--- src/rtl/core/tpcq_pkg.sv ---
package tpcq_pkg;

   // Configuration port geometry
   localparam int CSR_INDEX_WIDTH = 3;
   localparam int CSR_DATA_WIDTH  = 16;

   typedef logic [CSR_INDEX_WIDTH-1:0] csr_index_type;
   typedef logic [CSR_DATA_WIDTH-1:0]  csr_data_type;

   // Register indexes
   localparam csr_index_type REG_DRAG_THRESHOLD = 3'd0;
   localparam csr_index_type REG_AREA_LEFT      = 3'd1;
   localparam csr_index_type REG_AREA_RIGHT     = 3'd2;
   localparam csr_index_type REG_AREA_TOP       = 3'd3;
   localparam csr_index_type REG_AREA_BOTTOM    = 3'd4;

   // Register reset values
   localparam csr_data_type RESET_DRAG_THRESHOLD = 16'd12;
   localparam csr_data_type RESET_AREA_EDGE      = 16'd0;

   // Touch event kinds; the two remaining codes are ignored
   localparam int KIND_WIDTH = 3;

   typedef enum logic [KIND_WIDTH-1:0] {
      KIND_PRESSED    = 3'd0,
      KIND_PRESSING   = 3'd1,
      KIND_RELEASED   = 3'd2,
      KIND_PRESS_LOST = 3'd3,
      KIND_LONG_PRESS = 3'd4,
      KIND_CLICKED    = 3'd5
   } kind_type;

endpackage

--- src/rtl/core/tpcq_channels.sv ---
// Touch event channel
interface tpcq_req_if #(
   parameter int COORD_WIDTH = 16
);
   logic                                  valid;
   logic                                  ready;
   logic [tpcq_pkg::KIND_WIDTH-1:0]       kind;
   logic                                  point_valid;
   logic signed [COORD_WIDTH-1:0]         point_x;
   logic signed [COORD_WIDTH-1:0]         point_y;

   modport source (output valid, kind, point_valid, point_x, point_y, input ready);
   modport sink   (input valid, kind, point_valid, point_x, point_y, output ready);
endinterface

// Qualifier result channel
interface tpcq_rsp_if;
   logic valid;
   logic ready;
   logic clear_pressed;
   logic block_event;
   logic is_cancelled;

   modport source (output valid, clear_pressed, block_event, is_cancelled, input ready);
   modport sink   (input valid, clear_pressed, block_event, is_cancelled, output ready);
endinterface

// Register write channel
interface tpcq_csr_if;
   logic                          valid;
   logic                          ready;
   tpcq_pkg::csr_index_type       index;
   tpcq_pkg::csr_data_type        data;

   modport source (output valid, index, data, input ready);
   modport sink   (input valid, index, data, output ready);
endinterface

--- src/rtl/core/touch_press_cancel_qualifier_unit.sv ---
// Path: an accepted event beat is held in the input register and moves into the result
// register, from which its result beat is offered, once that register is free.
// Throughput: one event per cycle while the result side takes beats; an input register and a
// result register are separated by the combinational drag, area and flag logic.
// Reset (synchronous, active high) empties both registers, forgets the start
// point, clears the cancelled flag and restores the register defaults.
module touch_press_cancel_qualifier_unit #(
   parameter int COORD_WIDTH = 16
) (
   input  logic        clock,
   input  logic        reset,
   tpcq_req_if.sink    req_if,
   tpcq_rsp_if.source  rsp_if,
   tpcq_csr_if.sink    csr_if
);
   import tpcq_pkg::*;

   // Difference of two coordinates needs one extra bit
   localparam int DiffWidth = COORD_WIDTH + 1;
   localparam int CmpWidth  = (DiffWidth > CSR_DATA_WIDTH) ? DiffWidth : CSR_DATA_WIDTH;
   localparam int AreaWidth = (COORD_WIDTH > CSR_DATA_WIDTH) ? COORD_WIDTH : CSR_DATA_WIDTH;

   // Configuration registers
   logic [CSR_DATA_WIDTH-1:0]        threshold_ff;
   logic signed [CSR_DATA_WIDTH-1:0] left_ff, right_ff, top_ff, bottom_ff;

   // Press state
   logic signed [COORD_WIDTH-1:0]    start_x_ff, start_x_in;
   logic signed [COORD_WIDTH-1:0]    start_y_ff, start_y_in;
   logic                             start_known_ff, start_known_in;
   logic                             cancel_ff, cancel_in;

   // Input register
   logic                             in_valid_ff, in_valid_in;
   logic [KIND_WIDTH-1:0]            in_kind_ff;
   logic                             in_point_valid_ff;
   logic signed [COORD_WIDTH-1:0]    in_x_ff, in_y_ff;

   // Result register
   logic                             rsp_valid_ff, rsp_valid_in;
   logic                             clear_ff, clear_in;
   logic                             block_ff, block_in;
   logic                             cancelled_ff;

   // Handshake
   logic                             out_free;
   logic                             advance;
   logic                             req_accept;
   logic                             rsp_accept;

   // Qualification terms
   logic signed [DiffWidth-1:0]      diff_x, diff_y;
   logic [DiffWidth-1:0]             mag_x, mag_y;
   logic                             dragged;
   logic                             in_area;
   logic                             moved_off;
   logic signed [AreaWidth-1:0]      pos_x, pos_y;

   // Flow control: the input register moves on whenever the result register frees up
   assign out_free   = !rsp_valid_ff || rsp_if.ready;
   assign advance    = in_valid_ff && out_free;
   assign req_if.ready = !in_valid_ff || out_free;
   assign req_accept = req_if.valid && req_if.ready;
   assign rsp_accept = rsp_valid_ff && rsp_if.ready;

   assign in_valid_in  = req_accept ? 1'b1 : (advance ? 1'b0 : in_valid_ff);
   assign rsp_valid_in = advance ? 1'b1 : (rsp_accept ? 1'b0 : rsp_valid_ff);

   // Per-axis distance from the start point
   assign diff_x = DiffWidth'(in_x_ff) - DiffWidth'(start_x_ff);
   assign diff_y = DiffWidth'(in_y_ff) - DiffWidth'(start_y_ff);
   assign mag_x  = diff_x[DiffWidth-1] ? DiffWidth'(-diff_x) : DiffWidth'(diff_x);
   assign mag_y  = diff_y[DiffWidth-1] ? DiffWidth'(-diff_y) : DiffWidth'(diff_y);

   assign dragged = start_known_ff && in_point_valid_ff &&
                    ((CmpWidth'(mag_x) >= CmpWidth'(threshold_ff)) ||
                     (CmpWidth'(mag_y) >= CmpWidth'(threshold_ff)));

   // Target rectangle test; an absent pointer is never inside
   assign pos_x  = AreaWidth'(in_x_ff);
   assign pos_y  = AreaWidth'(in_y_ff);
   assign in_area = in_point_valid_ff &&
                   (pos_x >= AreaWidth'(left_ff)) && (pos_x <= AreaWidth'(right_ff)) &&
                   (pos_y >= AreaWidth'(top_ff))  && (pos_y <= AreaWidth'(bottom_ff));

   assign moved_off = dragged || !in_area;

   // Event decode: next press state and result flags
   always_comb begin
      start_x_in     = start_x_ff;
      start_y_in     = start_y_ff;
      start_known_in = start_known_ff;
      cancel_in      = cancel_ff;
      clear_in       = 1'b0;
      block_in       = 1'b0;
      unique case (in_kind_ff)
         KIND_PRESSED: begin
            cancel_in      = 1'b0;
            start_known_in = in_point_valid_ff;
            if (in_point_valid_ff) begin
               start_x_in = in_x_ff;
               start_y_in = in_y_ff;
            end
         end
         KIND_PRESSING: begin
            if (moved_off) begin
               cancel_in = 1'b1;
               clear_in  = 1'b1;
            end
         end
         KIND_RELEASED: begin
            if (moved_off) begin
               cancel_in = 1'b1;
            end
            start_known_in = 1'b0;
            clear_in       = 1'b1;
         end
         KIND_PRESS_LOST: begin
            cancel_in      = 1'b1;
            start_known_in = 1'b0;
            clear_in       = 1'b1;
         end
         KIND_LONG_PRESS: begin
            if (cancel_ff || moved_off) begin
               cancel_in = 1'b1;
               clear_in  = 1'b1;
               block_in  = 1'b1;
            end
         end
         KIND_CLICKED: begin
            block_in       = cancel_ff || !in_area;
            cancel_in      = 1'b0;
            start_known_in = 1'b0;
            clear_in       = 1'b1;
         end
         default: begin
         end
      endcase
   end

   // Handshake control and press state
   always_ff @(posedge clock) begin
      if (reset) begin
         in_valid_ff    <= 1'b0;
         rsp_valid_ff   <= 1'b0;
         start_x_ff     <= '0;
         start_y_ff     <= '0;
         start_known_ff <= 1'b0;
         cancel_ff      <= 1'b0;
      end else begin
         in_valid_ff  <= in_valid_in;
         rsp_valid_ff <= rsp_valid_in;
         if (advance) begin
            start_x_ff     <= start_x_in;
            start_y_ff     <= start_y_in;
            start_known_ff <= start_known_in;
            cancel_ff      <= cancel_in;
         end
      end
   end

   // Event beat capture
   always_ff @(posedge clock) begin
      if (req_accept) begin
         in_kind_ff        <= req_if.kind;
         in_point_valid_ff <= req_if.point_valid;
         in_x_ff           <= req_if.point_x;
         in_y_ff           <= req_if.point_y;
      end
   end

   // Result beat capture
   always_ff @(posedge clock) begin
      if (advance) begin
         clear_ff     <= clear_in;
         block_ff     <= block_in;
         cancelled_ff <= cancel_in;
      end
   end

   // Register writes; unknown indexes are dropped
   assign csr_if.ready = 1'b1;

   always_ff @(posedge clock) begin
      if (reset) begin
         threshold_ff <= RESET_DRAG_THRESHOLD;
         left_ff      <= RESET_AREA_EDGE;
         right_ff     <= RESET_AREA_EDGE;
         top_ff       <= RESET_AREA_EDGE;
         bottom_ff    <= RESET_AREA_EDGE;
      end else if (csr_if.valid) begin
         unique case (csr_if.index)
            REG_DRAG_THRESHOLD: threshold_ff <= csr_if.data;
            REG_AREA_LEFT:      left_ff      <= csr_if.data;
            REG_AREA_RIGHT:     right_ff     <= csr_if.data;
            REG_AREA_TOP:       top_ff       <= csr_if.data;
            REG_AREA_BOTTOM:    bottom_ff    <= csr_if.data;
            default: begin
            end
         endcase
      end
   end

   assign rsp_if.valid         = rsp_valid_ff;
   assign rsp_if.clear_pressed = clear_ff;
   assign rsp_if.block_event   = block_ff;
   assign rsp_if.is_cancelled  = cancelled_ff;

endmodule

--- src/flat_wrapper.sv ---
// flat-port wrapper written by rule: the top's interface ports become plain ports
module touch_press_cancel_qualifier_unit_flat import tpcq_pkg::*;
#(
   parameter int COORD_WIDTH = 16
)
  (clock, reset, req_if_valid, req_if_kind, req_if_point_valid, req_if_point_x, req_if_point_y, req_if_ready, rsp_if_valid, rsp_if_clear_pressed, rsp_if_block_event, rsp_if_is_cancelled, rsp_if_ready, csr_if_valid, csr_if_index, csr_if_data, csr_if_ready);
  tpcq_req_if #(.COORD_WIDTH(COORD_WIDTH)) req_if_i ();
  tpcq_rsp_if rsp_if_i ();
  tpcq_csr_if csr_if_i ();
  input  logic clock;
  input  logic reset;
  input wire logic [$bits(req_if_i.valid)-1:0] req_if_valid;
  input wire logic [$bits(req_if_i.kind)-1:0] req_if_kind;
  input wire logic [$bits(req_if_i.point_valid)-1:0] req_if_point_valid;
  input wire logic [$bits(req_if_i.point_x)-1:0] req_if_point_x;
  input wire logic [$bits(req_if_i.point_y)-1:0] req_if_point_y;
  output wire logic [$bits(req_if_i.ready)-1:0] req_if_ready;
  output wire logic [$bits(rsp_if_i.valid)-1:0] rsp_if_valid;
  output wire logic [$bits(rsp_if_i.clear_pressed)-1:0] rsp_if_clear_pressed;
  output wire logic [$bits(rsp_if_i.block_event)-1:0] rsp_if_block_event;
  output wire logic [$bits(rsp_if_i.is_cancelled)-1:0] rsp_if_is_cancelled;
  input wire logic [$bits(rsp_if_i.ready)-1:0] rsp_if_ready;
  input wire logic [$bits(csr_if_i.valid)-1:0] csr_if_valid;
  input wire logic [$bits(csr_if_i.index)-1:0] csr_if_index;
  input wire logic [$bits(csr_if_i.data)-1:0] csr_if_data;
  output wire logic [$bits(csr_if_i.ready)-1:0] csr_if_ready;
  assign req_if_i.valid = req_if_valid;
  assign req_if_i.kind = req_if_kind;
  assign req_if_i.point_valid = req_if_point_valid;
  assign req_if_i.point_x = req_if_point_x;
  assign req_if_i.point_y = req_if_point_y;
  assign req_if_ready = req_if_i.ready;
  assign rsp_if_valid = rsp_if_i.valid;
  assign rsp_if_clear_pressed = rsp_if_i.clear_pressed;
  assign rsp_if_block_event = rsp_if_i.block_event;
  assign rsp_if_is_cancelled = rsp_if_i.is_cancelled;
  assign rsp_if_i.ready = rsp_if_ready;
  assign csr_if_i.valid = csr_if_valid;
  assign csr_if_i.index = csr_if_index;
  assign csr_if_i.data = csr_if_data;
  assign csr_if_ready = csr_if_i.ready;
  touch_press_cancel_qualifier_unit #(.COORD_WIDTH(COORD_WIDTH)) u_core (.clock(clock), .reset(reset), .req_if(req_if_i), .rsp_if(rsp_if_i), .csr_if(csr_if_i));
endmodule
--- config.mk ---
export PLATFORM = sky130hd
export DESIGN_NAME = touch_press_cancel_qualifier_unit_flat
export DESIGN_NICKNAME = d
export VERILOG_FILES = /design/src/rtl/core/tpcq_pkg.sv /design/src/rtl/core/tpcq_channels.sv /design/src/rtl/core/touch_press_cancel_qualifier_unit.sv /design/src/flat_wrapper.sv
export SDC_FILE = /design/constraint.sdc
export NUM_CORES = 1
export LEC_CHECK = 0
export ABC_AREA = 1
export BUFFER_PORTS_ARGS = -buffer_cell sky130_fd_sc_hd__buf_2
export CAP_MARGIN = 20
export CORE_ASPECT_RATIO = 0.7
export CORE_MARGIN = 2
export CORE_UTILIZATION = 45
export CTS_CLUSTER_DIAMETER = 40
export DETAILED_ROUTE_END_ITERATION = 10
export SYNTH_ARGS = -nofsm -noshare
export SYNTH_HDL_FRONTEND = slang
export SYNTH_SLANG_ARGS = --single-unit
--- constraint.sdc ---
create_clock -name clock -period 4.2 [get_ports clock]
set_input_delay 0.21 -clock clock [delete_from_list [all_inputs] [get_ports clock]]
set_output_delay 0.21 -clock clock [all_outputs]
set_load 0.05 [all_outputs]
After elaboration in Yosys (flattened, before gate mapping)
Cells that the tools add are included.
- word-level logic and storage cells: 84
- register bits after elaboration: 155
- reduce and logical (&&, ||, !) cells: 33
- multiplexer cells: 14
- $add $sub $neg: 4
- order comparisons: 6
- equal/unequal tests: 9
- operators by type and width (operator ; number):
    $ge A17 B16 Y1 ; 2
    $mux W17 ; 2
    $neg A17 Y17 ; 2
    $sub A16 B16 Y17 ; 2
    $ge A16 B16 Y1 ; 2
    $le A16 B16 Y1 ; 2
    $eq A3 B2 Y1 const B ; 4
    $reduce_and A2 Y1 ; 6
    $eq A3 B3 Y1 const B ; 3
    $logic_and A1 B1 Y1 ; 9
    $mux W1 ; 8
    $eq A3 B1 Y1 const B ; 2
    $logic_not A3 Y1 ; 2
    $logic_or A1 B1 Y1 ; 6
    $reduce_bool A2 Y1 ; 3
    $pmux W1 S2 ; 2
    $pmux W1 S4 ; 1
    $reduce_or A2 Y1 ; 2
    $logic_not A1 Y1 ; 3
    $pmux W1 S3 ; 1
    $reduce_and A3 Y1 ; 1
    $reduce_or A3 Y1 ; 1

Depth between registers and ports, before layout
- depth after elaboration: 10
- mapped depth: 33
- mapped depth without buffers: 32

Least setup slack after synthesis
OpenSTA, ideal clock, no wires.
- path kind: register to register
- from: register u_core.in_y_ff[0]
- to: register u_core.block_ff, in the netlist u_core.rsp_if.block_event, data pin
- setup time: 0.268 ns
- stages on the path, launching flop included: 27
- required time: 3.932 ns
- arrival time: 3.399 ns
- buffers on the path: 0
- setup slack: 0.534 ns
- period minus slack after synthesis: 3.666 ns
- cell sequence: edfxtp_1 inv_1 ha_1 fa_1 nand3b_1 nand2_2 nand2_1 nand2_2 nand2_1 nand2_1 nand2_2 nor2_2 nand2_1 o31ai_2 nand2_1 xnor2_1 ha_1 a211oi_1 o31ai_1 nor2_1 nand2_1 nor2_1 nand3_2 nand2_2 nand2_2 nand2_1 o21ai_0
- longest elaborated chain between the ends: 10
- elaborated cells between the ends (all ways): 16
- classes of those cells: 2 x add/sub; 3 x order compare; 3 x mux; 8 x reduce/logical
- ends and longest elaborated chain (element ; line ; source):
    start, declared ; touch_press_cancel_qualifier_unit.sv:37 ; logic signed [COORD_WIDTH-1:0] in_x_ff, in_y_ff;
    start signal, assigned ; touch_press_cancel_qualifier_unit.sv:168 ; in_y_ff <= req_if.point_y;
    $sub A16 B16 Y17 ; touch_press_cancel_qualifier_unit.sv:71 ; assign diff_y = DiffWidth'(in_y_ff) - DiffWidth'(start_y_ff);
    $neg A17 Y17 ; touch_press_cancel_qualifier_unit.sv:73 ; assign mag_y = diff_y[DiffWidth-1] ? DiffWidth'(-diff_y) : DiffWidth'(diff_y);
    $mux W17 ; touch_press_cancel_qualifier_unit.sv:73 ;
    $ge A17 B16 Y1 ; touch_press_cancel_qualifier_unit.sv:77 ; (CmpWidth'(mag_y) >= CmpWidth'(threshold_ff)));
    $logic_or A1 B1 Y1 ; touch_press_cancel_qualifier_unit.sv:76 ; ((CmpWidth'(mag_x) >= CmpWidth'(threshold_ff)) ||
    $logic_and A1 B1 Y1 ; touch_press_cancel_qualifier_unit.sv:75 ; assign dragged = start_known_ff && in_point_valid_ff &&
    $logic_or A1 B1 Y1 ; touch_press_cancel_qualifier_unit.sv:86 ; assign moved_off = dragged || !in_area;
    $logic_or A1 B1 Y1 ; touch_press_cancel_qualifier_unit.sv:124 ; if (cancel_ff || moved_off) begin
    $mux W1 ; touch_press_cancel_qualifier_unit.sv:124 ;
    $pmux W1 S2 * ; touch_press_cancel_qualifier_unit.sv:96 ; unique case (in_kind_ff)
    via u_core.block_in ; touch_press_cancel_qualifier_unit.sv:42 ; logic block_ff, block_in;
    end signal, assigned ; touch_press_cancel_qualifier_unit.sv:176 ; block_ff <= block_in;
    end, declared ; touch_press_cancel_qualifier_unit.sv:42 ;
The timed path passes the listed nets; every way through them passes the cells marked *.
A chain may end at the register's enable or synchronous reset.

Worst setup path in the final report
- from: register u_core.in_x_ff[0]
- to: register u_core.cancelled_ff, in the netlist u_core.rsp_if.is_cancelled, data pin
- longest elaborated chain between the ends: 10
- elaborated cells between the ends (all ways): 18
- classes of those cells: 2 x add/sub; 3 x order compare; 4 x mux; 9 x reduce/logical
- ends and longest elaborated chain (element ; line ; source):
    start, declared ; touch_press_cancel_qualifier_unit.sv:37 ;
    start signal, assigned ; touch_press_cancel_qualifier_unit.sv:167 ; in_x_ff <= req_if.point_x;
    $sub A16 B16 Y17 or $ge A16 B16 Y1 (tied branches) ; touch_press_cancel_qualifier_unit.sv:70, touch_press_cancel_qualifier_unit.sv:83 ;
    $neg A17 Y17 or $logic_and A1 B1 Y1 (tied branches) ; touch_press_cancel_qualifier_unit.sv:72, touch_press_cancel_qualifier_unit.sv:82 ;
    $mux W17 or $logic_and A1 B1 Y1 (tied branches) ; touch_press_cancel_qualifier_unit.sv:72, touch_press_cancel_qualifier_unit.sv:83 ;
    $ge A17 B16 Y1 or $logic_and A1 B1 Y1 (tied branches) ; touch_press_cancel_qualifier_unit.sv:76, touch_press_cancel_qualifier_unit.sv:83 ;
    $logic_or A1 B1 Y1 or $logic_and A1 B1 Y1 (tied branches) ; touch_press_cancel_qualifier_unit.sv:76, touch_press_cancel_qualifier_unit.sv:84 ;
    $logic_and A1 B1 Y1 or $logic_not A1 Y1 (tied branches) ; touch_press_cancel_qualifier_unit.sv:75, touch_press_cancel_qualifier_unit.sv:86 ;
    $logic_or A1 B1 Y1 * ; touch_press_cancel_qualifier_unit.sv:86 ;
    $logic_or A1 B1 Y1 ; touch_press_cancel_qualifier_unit.sv:124 ;
    $mux W1 ; touch_press_cancel_qualifier_unit.sv:124 ;
    $pmux W1 S4 * ; touch_press_cancel_qualifier_unit.sv:96 ;
    via u_core.cancel_in ; touch_press_cancel_qualifier_unit.sv:31 ; logic cancel_ff, cancel_in;
    end signal, assigned ; touch_press_cancel_qualifier_unit.sv:177 ; cancelled_ff <= cancel_in;
    end, declared ; touch_press_cancel_qualifier_unit.sv:43 ; logic cancelled_ff;
Marks and branches as above.

==> results.txt <==
* DP Worst Slack: 20.6 ps
* Antenna violation net count after detailed routing: 0
- The worst hold path was traced through 2 stages.
- dfxtp_1 takes more of the synthesized area than any other cell.
* Endpoint of the worst-slack reg-to-reg timing path: u_core.rsp_if.is_cancelled
- Layout cells sized above 1: 15.6%
* CTS tree: built
- After Yosys synthesis, and, or, nand and nor cells account for 21.5% of the synthesized area.
* End-of-flow core utilization: 55.9%
* CTS Root Buffer Type: clkbuf_16
- The most numerous cell type found on the critical path is nand2_2.
* Sequential area share after synthesis: 33.4%
- After floorplanning, the core was divided into 46 placement rows.
* DR pass1 iterations: 5
* Number of distinct library cells after synthesis: 41
- Vias after detailed routing: 9578
- After synthesis, the mean cell area works out to 7.28 µm².
- After detailed routing, the number of vias per cell comes to 5.05.
* Average routed wire per standard cell: 15.8 µm
- Setup repair after global routing could not meet its margin everywhere.
- Instance count after placement with tap cells included: 1809
* Req. time, crit path: 4380 ps
- Setup clock skew after layout: 11.3 ps
* Crit. End Element: register
- Area fraction of the dominant cell type after synthesis: 22.2%
- The largest single stage delay on the critical path is 580 ps.
* Post-DP HPWL: 22600 µm
- For this run, the leading register cell type out of synthesis is dfxtp_1.
- The core region is 22700 µm².
* Crit share post-route: 98.6%
* Layout net count: 1762
* 1st-iter DRT viols: 689
* Max VDD drop: 0.310 mV
* Fillers: 2161
- After synthesis the cells add up to 10500 µm².
- The floorplan step defined a die boundary enclosing 24500 µm².
- The die is 186 µm wide.
* Worst r2r src: u_core.in_x_ff[0]
* Cell with the largest stage delay on the worst path: fa_2
* Adder-Cell Fraction of Synth Area: 15.9%
- The clock tree synthesis step divided the H-tree into 4 levels.
- In the post-synthesis netlist, the cell with the most instances is nand2_1.
- After detailed placement, the total cell area comes to 11300 µm².
- Area Growth Syn to Fin: 21.6%
- Worst path arrival time: 4330 ps
* Yosys warnings: 0
- Kind of launch point of the worst setup path: register
- The via count of the first global-routing pass was 8540.
* Proportion of synthesized flip-flops having asynchronous set or reset: 0%
- Summing the areas of all compound-gate instances in the mapped netlist gives 16.0% of the synthesized area.
* Finish-stage setup viols: 0
* Portion of netlist area occupied by mux cells: 0%
* Number of enable flip-flop cells after synthesis: 39
- Sink of the worst hold path: u_core.in_valid_ff
* FF+latch count, synth: 155
- By startpoint and endpoint, the worst setup path is classified as reg -> reg.
- Max-slew violation count: 0
- Top-level I/O count: 66
- Cell area after layout: 12700 µm²
* Global-route wire length before repair: 46400 µm
- Power density normalized to cell area: 339 nW/µm²
* Aggregate global-route resource usage: 24.8%
- The clock drives 155 sinks.
* Non-filler instance count after layout: 1896
- Total CTS buffers: 17
- After clock tree synthesis, the clock-pin slew on the worst setup and hold paths is 70 ps.
- In this run the worst path has a maximum fanout of 4.
- Setup total negative slack: 0 ps
* Worst Hold Margin: 20.8 ps
* Worst max-slew margin expressed relative to the limit: 34.6%
- For the finished layout, the period the worst path requires is 4140 ps.
- The clock passes through at most 2 buffers.
- The min-delay analysis places its worst path in the category in -> reg.
- Ranked by instance count, the synthesized netlist is headed by nand2_1 (281), inv_1 (249), a21oi_1 (169).
- Across the run, the number of max-cap violations was 0.
- Synth area leaders: dfxtp_1 (22%), ha_1 (16%), edfxtp_1 (11%), nand2_1 (10%), inv_1 (8.9%)
- Pin count of the biggest net entering global routing: 108
- In the synthesized netlist, the number of instances is 1435.
* Transition at the pin with the smallest max-transition slack: 981 ps
- Of the total synthesized cell area, the portion taken by XOR and XNOR cells is 2.74%.
- The final count of hold timing violations came to 0.
* Outcome: finished, final reports clean
- Wire length after detailed routing: 29900 µm
* Setup slack of the worst register-to-register path: 60 ps
- Initial Utilization: 46.0%
- Total power of the final layout: 4.30 mW
* Static power due to leakage: 5.77 nW
- In this run the vertical extent of the chip is 132 µm.
* Number of DRC violations after detailed routing: 0
* Port Buffers: 64
* FMAX: 0.241 GHz
- The number of antenna violations at the first check in global routing is 2.
- The number of cells on the worst reg-to-reg path is 26.
* Routability congestion estimate from global placement: 0.932
- Final worst slack: 57.2 ps
- The startpoint identified for the worst hold timing path is reset.
* Largest family of logic cells by synthesized area: simple AND/OR/NAND/NOR gates
* Syn Nets: 1627
* Clock latency of the later-clocked register in the worst-skew pair: 430 ps
* Overflow after GRT: 0
==> worst max-delay path by stage <==
stage | endpoint | startpoint | cells past startpoint
after floorplan | u_core.rsp_if.block_event | u_core.in_y_ff[0] | 26
final | u_core.rsp_if.is_cancelled | u_core.in_x_ff[0] | 26
after global routing | u_core.cancel_ff | u_core.in_x_ff[0] | 28
after global placement | u_core.rsp_if.block_event | u_core.in_x_ff[0] | 26
after CTS | u_core.rsp_if.block_event | u_core.in_x_ff[0] | 29
after detailed placement | u_core.rsp_if.block_event | u_core.in_y_ff[0] | 26
==> critical path: cells and delay by family, from the launching register on <==
kind	cells	cell delay [ps]
adders and majority gates	4	1230
xor gates and xnor gates	1	210
and+or+nand+nor	16	1500
buffers and inverters	1	60
DFF	1	340
AOI/OAI and AO/OA	4	550
==> where the power goes <==
part           switching [mW]  internal [mW]
sequential             0.0379           1.59
combinational           0.633          0.421
clock                   0.680          0.945
==> kinds of logic (layout without fill, tap and decap cells) <==
group / after synthesis / after routing
simple gates: 508 / 508
buf+inv: 287 / 435
fa+ha+maj: 132 / 132
other cells: 1 / 2
flops: 155 / 155
xor+xnor: 31 / 31
compound gates: 321 / 321
==> layout by cell type (no fill, tap or decap), drive strengths merged, types with 36 or more instances in the layout <==
cell type      n
dfxtp        116
dlygate4sd3   36
buf          114
nor2          84
a21oi        171
nand2        306
nand3         63
edfxtp        39
inv          256
ha           130
o21ai        129
==> cell type report <==
cell class / instances / area (µm²) / share of cell area (%)
well taps: 312 / 390 / 3.07
multi-input cells: 993 / 6160 / 48.5
diodes: 1 / 2.50 / 0.0197
inverters: 253 / 957 / 7.53
flip-flops and latches: 155 / 3490 / 27.5
repair buffers: 150 / 1080 / 8.50
clock buffers: 25 / 561 / 4.41
clock inverters: 7 / 61.3 / 0.483
==> what timing repair did <==
| item | CTS | global route |
|---|---|---|
| endpoints found under the hold margin | 36 | 0 |
| endpoints found under the setup margin | 0 | 4 |
| hold buffers | 36 | 0 |
| gates resized for setup | 0 | 70 |
| setup buffers | 0 | 18 |
==> metal layers <==
metal	up-vias	share of wire (%)	GRT usage [%]
met1	4339	52	39.5
met5	-	0.043	0
met4	2	0.69	3.46
met3	20	7.7	5.93
met2	249	39	33.7
li1	4968	-	-
==> registers in the layout (all words and copies together) (netlist names), 3 cells and up <==
signal               flops
u_core.bottom_ff        16
u_core.start_x_ff       16
u_core.top_ff           16
u_core.right_ff         16
u_core.threshold_ff     16
u_core.left_ff          16
u_core.in_x_ff          16
u_core.in_kind_ff        3
u_core.in_y_ff          16
u_core.start_y_ff       16
(Power assumes the default switching activity.)
